===== src/hdl/dq_pkg.sv =====
// Shared constants, request and status codes, and controller command type for the deque.
package dq_pkg;

    localparam int DEPTH      = 16;
    localparam int DATA_WIDTH = 32;
    localparam int ADDR_W     = $clog2(DEPTH);
    localparam int CNT_W      = $clog2(DEPTH + 1);
    localparam int REQ_W      = 3;
    localparam int STATUS_W   = 2;

    localparam int S_FIELDS_W = REQ_W + DATA_WIDTH;
    localparam int M_FIELDS_W = DATA_WIDTH + STATUS_W + 1 + CNT_W;
    localparam int S_TDATA_W  = ((S_FIELDS_W + 7) / 8) * 8;
    localparam int M_TDATA_W  = ((M_FIELDS_W + 7) / 8) * 8;

    localparam logic [REQ_W-1:0] REQ_PUSH_REAR  = 3'd0;
    localparam logic [REQ_W-1:0] REQ_POP_REAR   = 3'd1;
    localparam logic [REQ_W-1:0] REQ_PUSH_FRONT = 3'd2;
    localparam logic [REQ_W-1:0] REQ_POP_FRONT  = 3'd3;
    localparam logic [REQ_W-1:0] REQ_PEEK_FRONT = 3'd4;
    localparam logic [REQ_W-1:0] REQ_PEEK_REAR  = 3'd5;

    localparam logic [STATUS_W-1:0] STAT_OK    = 2'd0;
    localparam logic [STATUS_W-1:0] STAT_EMPTY = 2'd1;
    localparam logic [STATUS_W-1:0] STAT_FULL  = 2'd2;

    typedef struct packed {
        logic capture;   // take the input beat and launch the slot read
        logic commit;    // apply the request and load the result register
    } dq_cmd_t;

    // Fold a position below 2*DEPTH back into the ring.
    function automatic logic [ADDR_W-1:0] ring_wrap(input logic [ADDR_W:0] pos);
        logic [ADDR_W:0] folded;
        folded = pos;
        if (pos >= (ADDR_W + 1)'(DEPTH)) begin
            folded = pos - (ADDR_W + 1)'(DEPTH);
        end
        return folded[ADDR_W-1:0];
    endfunction

endpackage


===== src/hdl/dq_ctrl.sv =====
// Controller: request sequencing and result handshake for the deque.
module dq_ctrl (
    input  logic            aclk,
    input  logic            aresetn,
    input  logic            s_tvalid,
    output logic            s_tready,
    output logic            m_tvalid,
    input  logic            m_tready,
    output dq_pkg::dq_cmd_t cmd
);
    import dq_pkg::*;

    localparam logic ST_IDLE = 1'b0;
    localparam logic ST_EXEC = 1'b1;

    logic state_reg, state_next;
    logic out_valid_reg, out_valid_next;

    assign s_tready    = (state_reg == ST_IDLE);
    assign m_tvalid    = out_valid_reg;
    assign cmd.capture = s_tvalid && s_tready;
    // Commit only when the result register is free or drains this cycle.
    assign cmd.commit  = (state_reg == ST_EXEC) && (!out_valid_reg || m_tready);

    always_comb begin
        state_next = state_reg;
        case (state_reg)
            ST_IDLE: begin
                if (cmd.capture) begin
                    state_next = ST_EXEC;
                end
            end
            ST_EXEC: begin
                if (cmd.commit) begin
                    state_next = ST_IDLE;
                end
            end
            default: state_next = ST_IDLE;
        endcase
    end

    always_comb begin
        out_valid_next = out_valid_reg;
        if (cmd.commit) begin
            out_valid_next = 1'b1;
        end else if (m_tready) begin
            out_valid_next = 1'b0;
        end
    end

    always_ff @(posedge aclk) begin
        if (!aresetn) begin
            state_reg     <= ST_IDLE;
            out_valid_reg <= 1'b0;
        end else begin
            state_reg     <= state_next;
            out_valid_reg <= out_valid_next;
        end
    end

endmodule


===== src/hdl/dq_datapath.sv =====
// Datapath: slot memory, ring pointers and result register of the deque.
module dq_datapath (
    input  logic                         aclk,
    input  logic                         aresetn,
    input  dq_pkg::dq_cmd_t              cmd,
    input  logic [dq_pkg::S_TDATA_W-1:0] s_tdata,
    output logic [dq_pkg::M_TDATA_W-1:0] m_tdata
);
    import dq_pkg::*;

    logic [DATA_WIDTH-1:0] slot_mem [DEPTH];

    logic [REQ_W-1:0]      req_reg;
    logic [DATA_WIDTH-1:0] word_reg;
    logic [DATA_WIDTH-1:0] rd_data_reg;
    logic [ADDR_W-1:0]     head_reg, head_next;
    logic [CNT_W-1:0]      count_reg, count_next;
    logic [M_TDATA_W-1:0]  m_tdata_reg;

    logic [REQ_W-1:0]      in_req;
    logic [DATA_WIDTH-1:0] in_word;
    logic [ADDR_W-1:0]     front_addr, rear_addr, tail_addr, rd_addr;
    logic [ADDR_W-1:0]     head_dec, head_inc;
    logic                  q_empty, is_full;
    logic                  wr_en;
    logic [ADDR_W-1:0]     wr_addr;
    logic [DATA_WIDTH-1:0] rd_value;
    logic [STATUS_W-1:0]   status;

    assign in_req  = s_tdata[REQ_W-1:0];
    assign in_word = s_tdata[REQ_W +: DATA_WIDTH];

    assign q_empty = (count_reg == '0);
    assign is_full = (count_reg >= CNT_W'(DEPTH));

    assign front_addr = head_reg;
    // tail_addr is the first free slot; rear_addr the last live one
    assign tail_addr  = ring_wrap({1'b0, head_reg} + (ADDR_W + 1)'(count_reg));
    assign rear_addr  = q_empty ? head_reg
                      : ring_wrap({1'b0, head_reg} + (ADDR_W + 1)'(count_reg)
                                  - (ADDR_W + 1)'(1));
    assign head_dec   = (head_reg == '0) ? ADDR_W'(DEPTH - 1) : head_reg - ADDR_W'(1);
    assign head_inc   = (head_reg == ADDR_W'(DEPTH - 1)) ? '0 : head_reg + ADDR_W'(1);

    always_comb begin
        case (in_req)
            REQ_POP_REAR, REQ_PEEK_REAR: rd_addr = rear_addr;
            default:                     rd_addr = front_addr;
        endcase
    end

    always_comb begin
        head_next  = head_reg;
        count_next = count_reg;
        wr_en      = 1'b0;
        wr_addr    = tail_addr;
        rd_value   = '0;
        status     = STAT_OK;
        case (req_reg)
            REQ_PUSH_REAR: begin
                if (is_full) begin
                    status = STAT_FULL;
                end else begin
                    wr_en      = 1'b1;
                    count_next = count_reg + CNT_W'(1);
                end
            end
            REQ_PUSH_FRONT: begin
                if (is_full) begin
                    status = STAT_FULL;
                end else begin
                    wr_en      = 1'b1;
                    wr_addr    = head_dec;
                    head_next  = head_dec;
                    count_next = count_reg + CNT_W'(1);
                end
            end
            REQ_POP_REAR, REQ_POP_FRONT, REQ_PEEK_FRONT, REQ_PEEK_REAR: begin
                if (q_empty) begin
                    rd_value = '1;
                    status   = STAT_EMPTY;
                end else begin
                    rd_value = rd_data_reg;
                    if (req_reg == REQ_POP_REAR) begin
                        count_next = count_reg - CNT_W'(1);
                    end else if (req_reg == REQ_POP_FRONT) begin
                        head_next  = head_inc;
                        count_next = count_reg - CNT_W'(1);
                    end
                end
            end
            default: ;
        endcase
    end

    always_ff @(posedge aclk) begin
        if (cmd.capture) begin
            req_reg     <= in_req;
            word_reg    <= in_word;
            rd_data_reg <= slot_mem[rd_addr];
        end
        if (cmd.commit && wr_en) begin
            slot_mem[wr_addr] <= word_reg;
        end
    end

    always_ff @(posedge aclk) begin
        if (!aresetn) begin
            head_reg  <= '0;
            count_reg <= '0;
        end else if (cmd.commit) begin
            head_reg  <= head_next;
            count_reg <= count_next;
        end
    end

    always_ff @(posedge aclk) begin
        if (cmd.commit) begin
            m_tdata_reg <= M_TDATA_W'({count_next, (count_next == '0), status, rd_value});
        end
    end

    assign m_tdata = m_tdata_reg;

endmodule


===== src/hdl/double_ended_queue.sv =====
// Top level of the bounded double-ended queue: controller plus datapath.
//
//   channel | direction | beat contents
//   s_      | in        | tdata: req_type[2:0], push_value[34:3], zero fill to 40 bits
//   m_      | out       | tdata: read_value[31:0], status[33:32], now_empty[34],
//           |           |        fill_count[39:35]
//
// A request is captured on the input beat, which launches the slot read, and is then
// applied, with its result registered, in the execute state (one memory port).
// The result register lets the next request be taken while a result waits; a stalled
// result holds the request in the execute state until the register frees up.
// Synchronous reset empties the queue; slot contents are not cleared.
module double_ended_queue (
    input  logic                         aclk,
    input  logic                         aresetn,
    input  logic                         s_tvalid,
    output logic                         s_tready,
    input  logic [dq_pkg::S_TDATA_W-1:0] s_tdata,   // req_type, push_value
    output logic                         m_tvalid,
    input  logic                         m_tready,
    output logic [dq_pkg::M_TDATA_W-1:0] m_tdata    // read_value, status, now_empty, fill_count
);
    import dq_pkg::*;

    dq_cmd_t cmd;

    dq_ctrl u_ctrl (
        .aclk     (aclk),
        .aresetn  (aresetn),
        .s_tvalid (s_tvalid),
        .s_tready (s_tready),
        .m_tvalid (m_tvalid),
        .m_tready (m_tready),
        .cmd      (cmd)
    );

    dq_datapath u_datapath (
        .aclk    (aclk),
        .aresetn (aresetn),
        .cmd     (cmd),
        .s_tdata (s_tdata),
        .m_tdata (m_tdata)
    );

endmodule

===== config.mk =====
export PLATFORM = sky130hd
export DESIGN_NAME = double_ended_queue
export DESIGN_NICKNAME = d
export VERILOG_FILES = /design/src/hdl/dq_pkg.sv /design/src/hdl/dq_ctrl.sv /design/src/hdl/dq_datapath.sv /design/src/hdl/double_ended_queue.sv
export SDC_FILE = /design/constraint.sdc
export NUM_CORES = 1
export LEC_CHECK = 0
export ABC_AREA = 1
export BUFFER_PORTS_ARGS = -buffer_cell sky130_fd_sc_hd__buf_2
export CORE_ASPECT_RATIO = 2
export CORE_MARGIN = 4
export CORE_UTILIZATION = 27
export DETAILED_ROUTE_END_ITERATION = 12
export GPL_ROUTABILITY_DRIVEN = 0
export PLACE_DENSITY = 0.45
export SLEW_MARGIN = 20
export SYNTH_ARGS = -nofsm -noshare
export SYNTH_HDL_FRONTEND = slang
export SYNTH_SLANG_ARGS = --single-unit

===== constraint.sdc =====
create_clock -name aclk -period 4.25 [get_ports aclk]
set_input_delay 0.2125 -clock aclk [delete_from_list [all_inputs] [get_ports aclk]]
set_output_delay 0.2125 -clock aclk [all_outputs]
set_load 0.01 [all_outputs]

==> results.md <==
* Top cell type's share of synthesized area at 0.685
* Worst-path clk slew at 0.07 ns
* Hold Crit Class: primary input to register
* Async S/R FF share, synth at 0
* Startpoint types: register
* Layout cells sized above 1 at 0.0962
* Root Driver: clkbuf_16
* TritonCTS sink count at 630
* Num ports at 86
* Mapped Area at 27,200 µm²
* Cells after synthesis at 2,539
* Post-route ant nets at 0
* H-Tree Level Count at 2
* Fin crit share at 0.805
* EDFF count, synth at 619
* Setup violations, final at 0
* Max Slew Vio Count at 0
* Critical Path RT at 4.57 ns
* Die width at 232 µm
* Avg Inst Size Synth at 10.7 µm²
* HPWL after detailed placement at 44.1 mm
* Clock Latency Late Sink at 0.64 ns
* Initial antenna violation count at 1
* Status: finished clean
* Setup TNS Final at 0 ns
* Pin count of the biggest net entering global routing at 96
* Overall Global Routing Usage at 0.144
* R2R Setup Slk at 0.83 ns
* Pwr dens at 416 nW/µm²
* Final Hold Viols at 0
* Clock power share at 0.404
* Total leakage power at 13.0 nW
* Unique masters post-synth at 32
* DRC Markers at 0
* Post-synthesis sequential area ratio at 0.693
* Vias in the first global route at 17,800
* Maximum VDD drop at 0.000311 V
* Net switching power at 3.03 mW
* Hold Buf Count CTS at 39
* Crit Path Class: register to register
* FMAX at 292 MHz
* Seq pwr share at 0.536
* Routed length per instance at 19.4 µm
* Ys flop type: edfxtp_1
* Skew final at 0.0321 ns
* Setup Buffers After CTS at 0
* FF+latch count, synth at 630
* Filler cell count at 10,100
* Largest register FFs at 512
* P&R area growth vs syn at 17.0%
* CP Max Fanout at 15
* Yosys Warn Count at 0
* Cell Int Power at 10.2 mW
* Vias/cell at 4.49
* DR pass1 iterations at 6
* Die area at 106,000 µm²
* DR iter-0 viols at 1,366
* Crit path DAT at 3.74 ns
* Overall Power at 13.2 mW
* Critical path endpoint category: register
* Die H at 456 µm
* Final wirelength at 78.0 mm
* Layout Nets at 2,702
* Worst-Margin Slew at 1.03 ns
* Via count at 18,100
* RSZ-0062 raised after global routing: false
* Clock buffer count from CTS at 56
* Post-CTS sizing at 0
* Most common cell in the netlist: nand3_1
* Port buffer count at 80
* Leading area contributor after synthesis: edfxtp_1
* First-pass GRT wire length at 115 mm
* Max_cap viols at 0
* Grt total ovfl at 0
* Synth top cells by count: 624 x nand3_1, 619 x edfxtp_1, 554 x inv_1
* Comb power frac at 0.060
* Core area at 99,900 µm²
* Synth area leaders: edfxtp_1 68%, nand3_1 12%, inv_1 7.7%, nand2_1 6.0%, buf_2 1.5%
* CTS tree: built
* Final min period at 3.42 ns
* Sw Ratio at 0.229
* Relative slew margins at 0.312
* Syn Nets at 2,593
* Clock buffer depth at 3
* # rows at 164
* Initial Utilization at 0.272
## per-stage QoR
stage / util / setup WS [ns] / cells / hold WS (ns) / instance area, µm²
after global placement: 0.295 / 0.905 / 3879 / 0.390 / 29500
after detailed placement: 0.295 / 0.851 / 3879 / 0.391 / 29500
after CTS: 0.318 / 0.819 / 4021 / 0.244 / 31800
final: 0.318 / 0.830 / 4022 / 0.289 / 31800
after global routing: 0.318 / 0.672 / 4022 / 0.260 / 31800
after floorplan: - / 0.638 / 2539 / 0.311 / 27200
## critical path, stage by stage (launching register included)
cell and delay (ns):
dfxtp_1 0.45, clkinv_1 0.32, ha_1 0.32, or2_2 0.27, a21oi_1 0.18, or2_2 0.13, o21ai_0 0.14, inv_1 0.11
nand2_1 0.23, nor2_4 0.68, buf_12 0.27
## metal layers
layer  up-vias  global-route usage  routed length [µm]
met1      8880               0.169               30500
met3       130              0.0152                3480
li1       8533                   -                   -
met5         -                   0                   0
met4         0              0.0508                2590
met2       512               0.268               41500
## logic make-up after synthesis
logic type / count (synthesis) / synth area share
compound gates: 36 / 0.00723
simple gates: 1177 / 0.193
flops: 630 / 0.693
buf+inv: 682 / 0.100
fa+ha+maj: 10 / 0.00488
xor+xnor: 3 / 0.000968
mux: 1 / 0.000415
## layout make-up
type / count / area, µm² / share of cell area
Sequential cell: 630 / 18800 / 0.592
Multi-Input combinational cell: 1227 / 5830 / 0.183
Inverter: 556 / 2090 / 0.0657
Tap cell: 1328 / 1660 / 0.0523
Timing Repair Buffer: 177 / 1490 / 0.0469
Clock buffer: 63 / 1430 / 0.0449
Clock inverter: 40 / 473 / 0.0149
Antenna cell: 1 / 2.50 / 0.0000788
## worst paths after layout
path	from	end	depth (start not counted)
worst max-delay path	u_datapath.front_addr[0]$_SDFFE_PN0P_	u_datapath.slot_mem[9][6]$_DFFE_PP_	10
worst min-delay path	s_tdata[10]	u_datapath.word_reg[7]$_DFFE_PP_	2
worst max register to register	u_datapath.front_addr[0]$_SDFFE_PN0P_	u_datapath.slot_mem[9][6]$_DFFE_PP_	10
worst min register to register	u_datapath.rd_data_reg[30]$_DFFE_PP_	u_datapath.m_tdata[30]$_SDFFCE_PP0P_	2
## layout by cell type (no fill, tap or decap), types with 3 or more instances in the layout
master           n
o22ai_1          5
nor3_1           4
nor2_4          18
nand2_4          6
inv_1          553
buf_4           37
buf_2           80
clkinv_2         6
clkinv_1        15
clkbuf_16       56
clkinv_4         4
edfxtp_1       619
a21oi_1         11
buf_12          21
nor2_2           3
o21ai_0         15
ha_1             9
nand2_1        430
or2_2            3
clkbuf_1         7
dfxtp_1         11
dlygate4sd3_1   39
nor2_1          84
nand3_1        622
bufinv_16        9
## power groups by stage
| stage | clock [mW] | combinational, mW | sequential [mW] |
|---|---|---|---|
| finish | 5.35 | 0.792 | 7.08 |
| global route | 5.73 | 0.876 | 7.10 |
| CTS | 5.51 | 0.813 | 7.09 |
| detailed placement | 0 | 0.779 | 7.22 |
| global placement | 0 | 0.775 | 7.22 |
| floorplan | 0 | 0.446 | 7.18 |
Note: power is estimated with default switching activity, not from simulation.
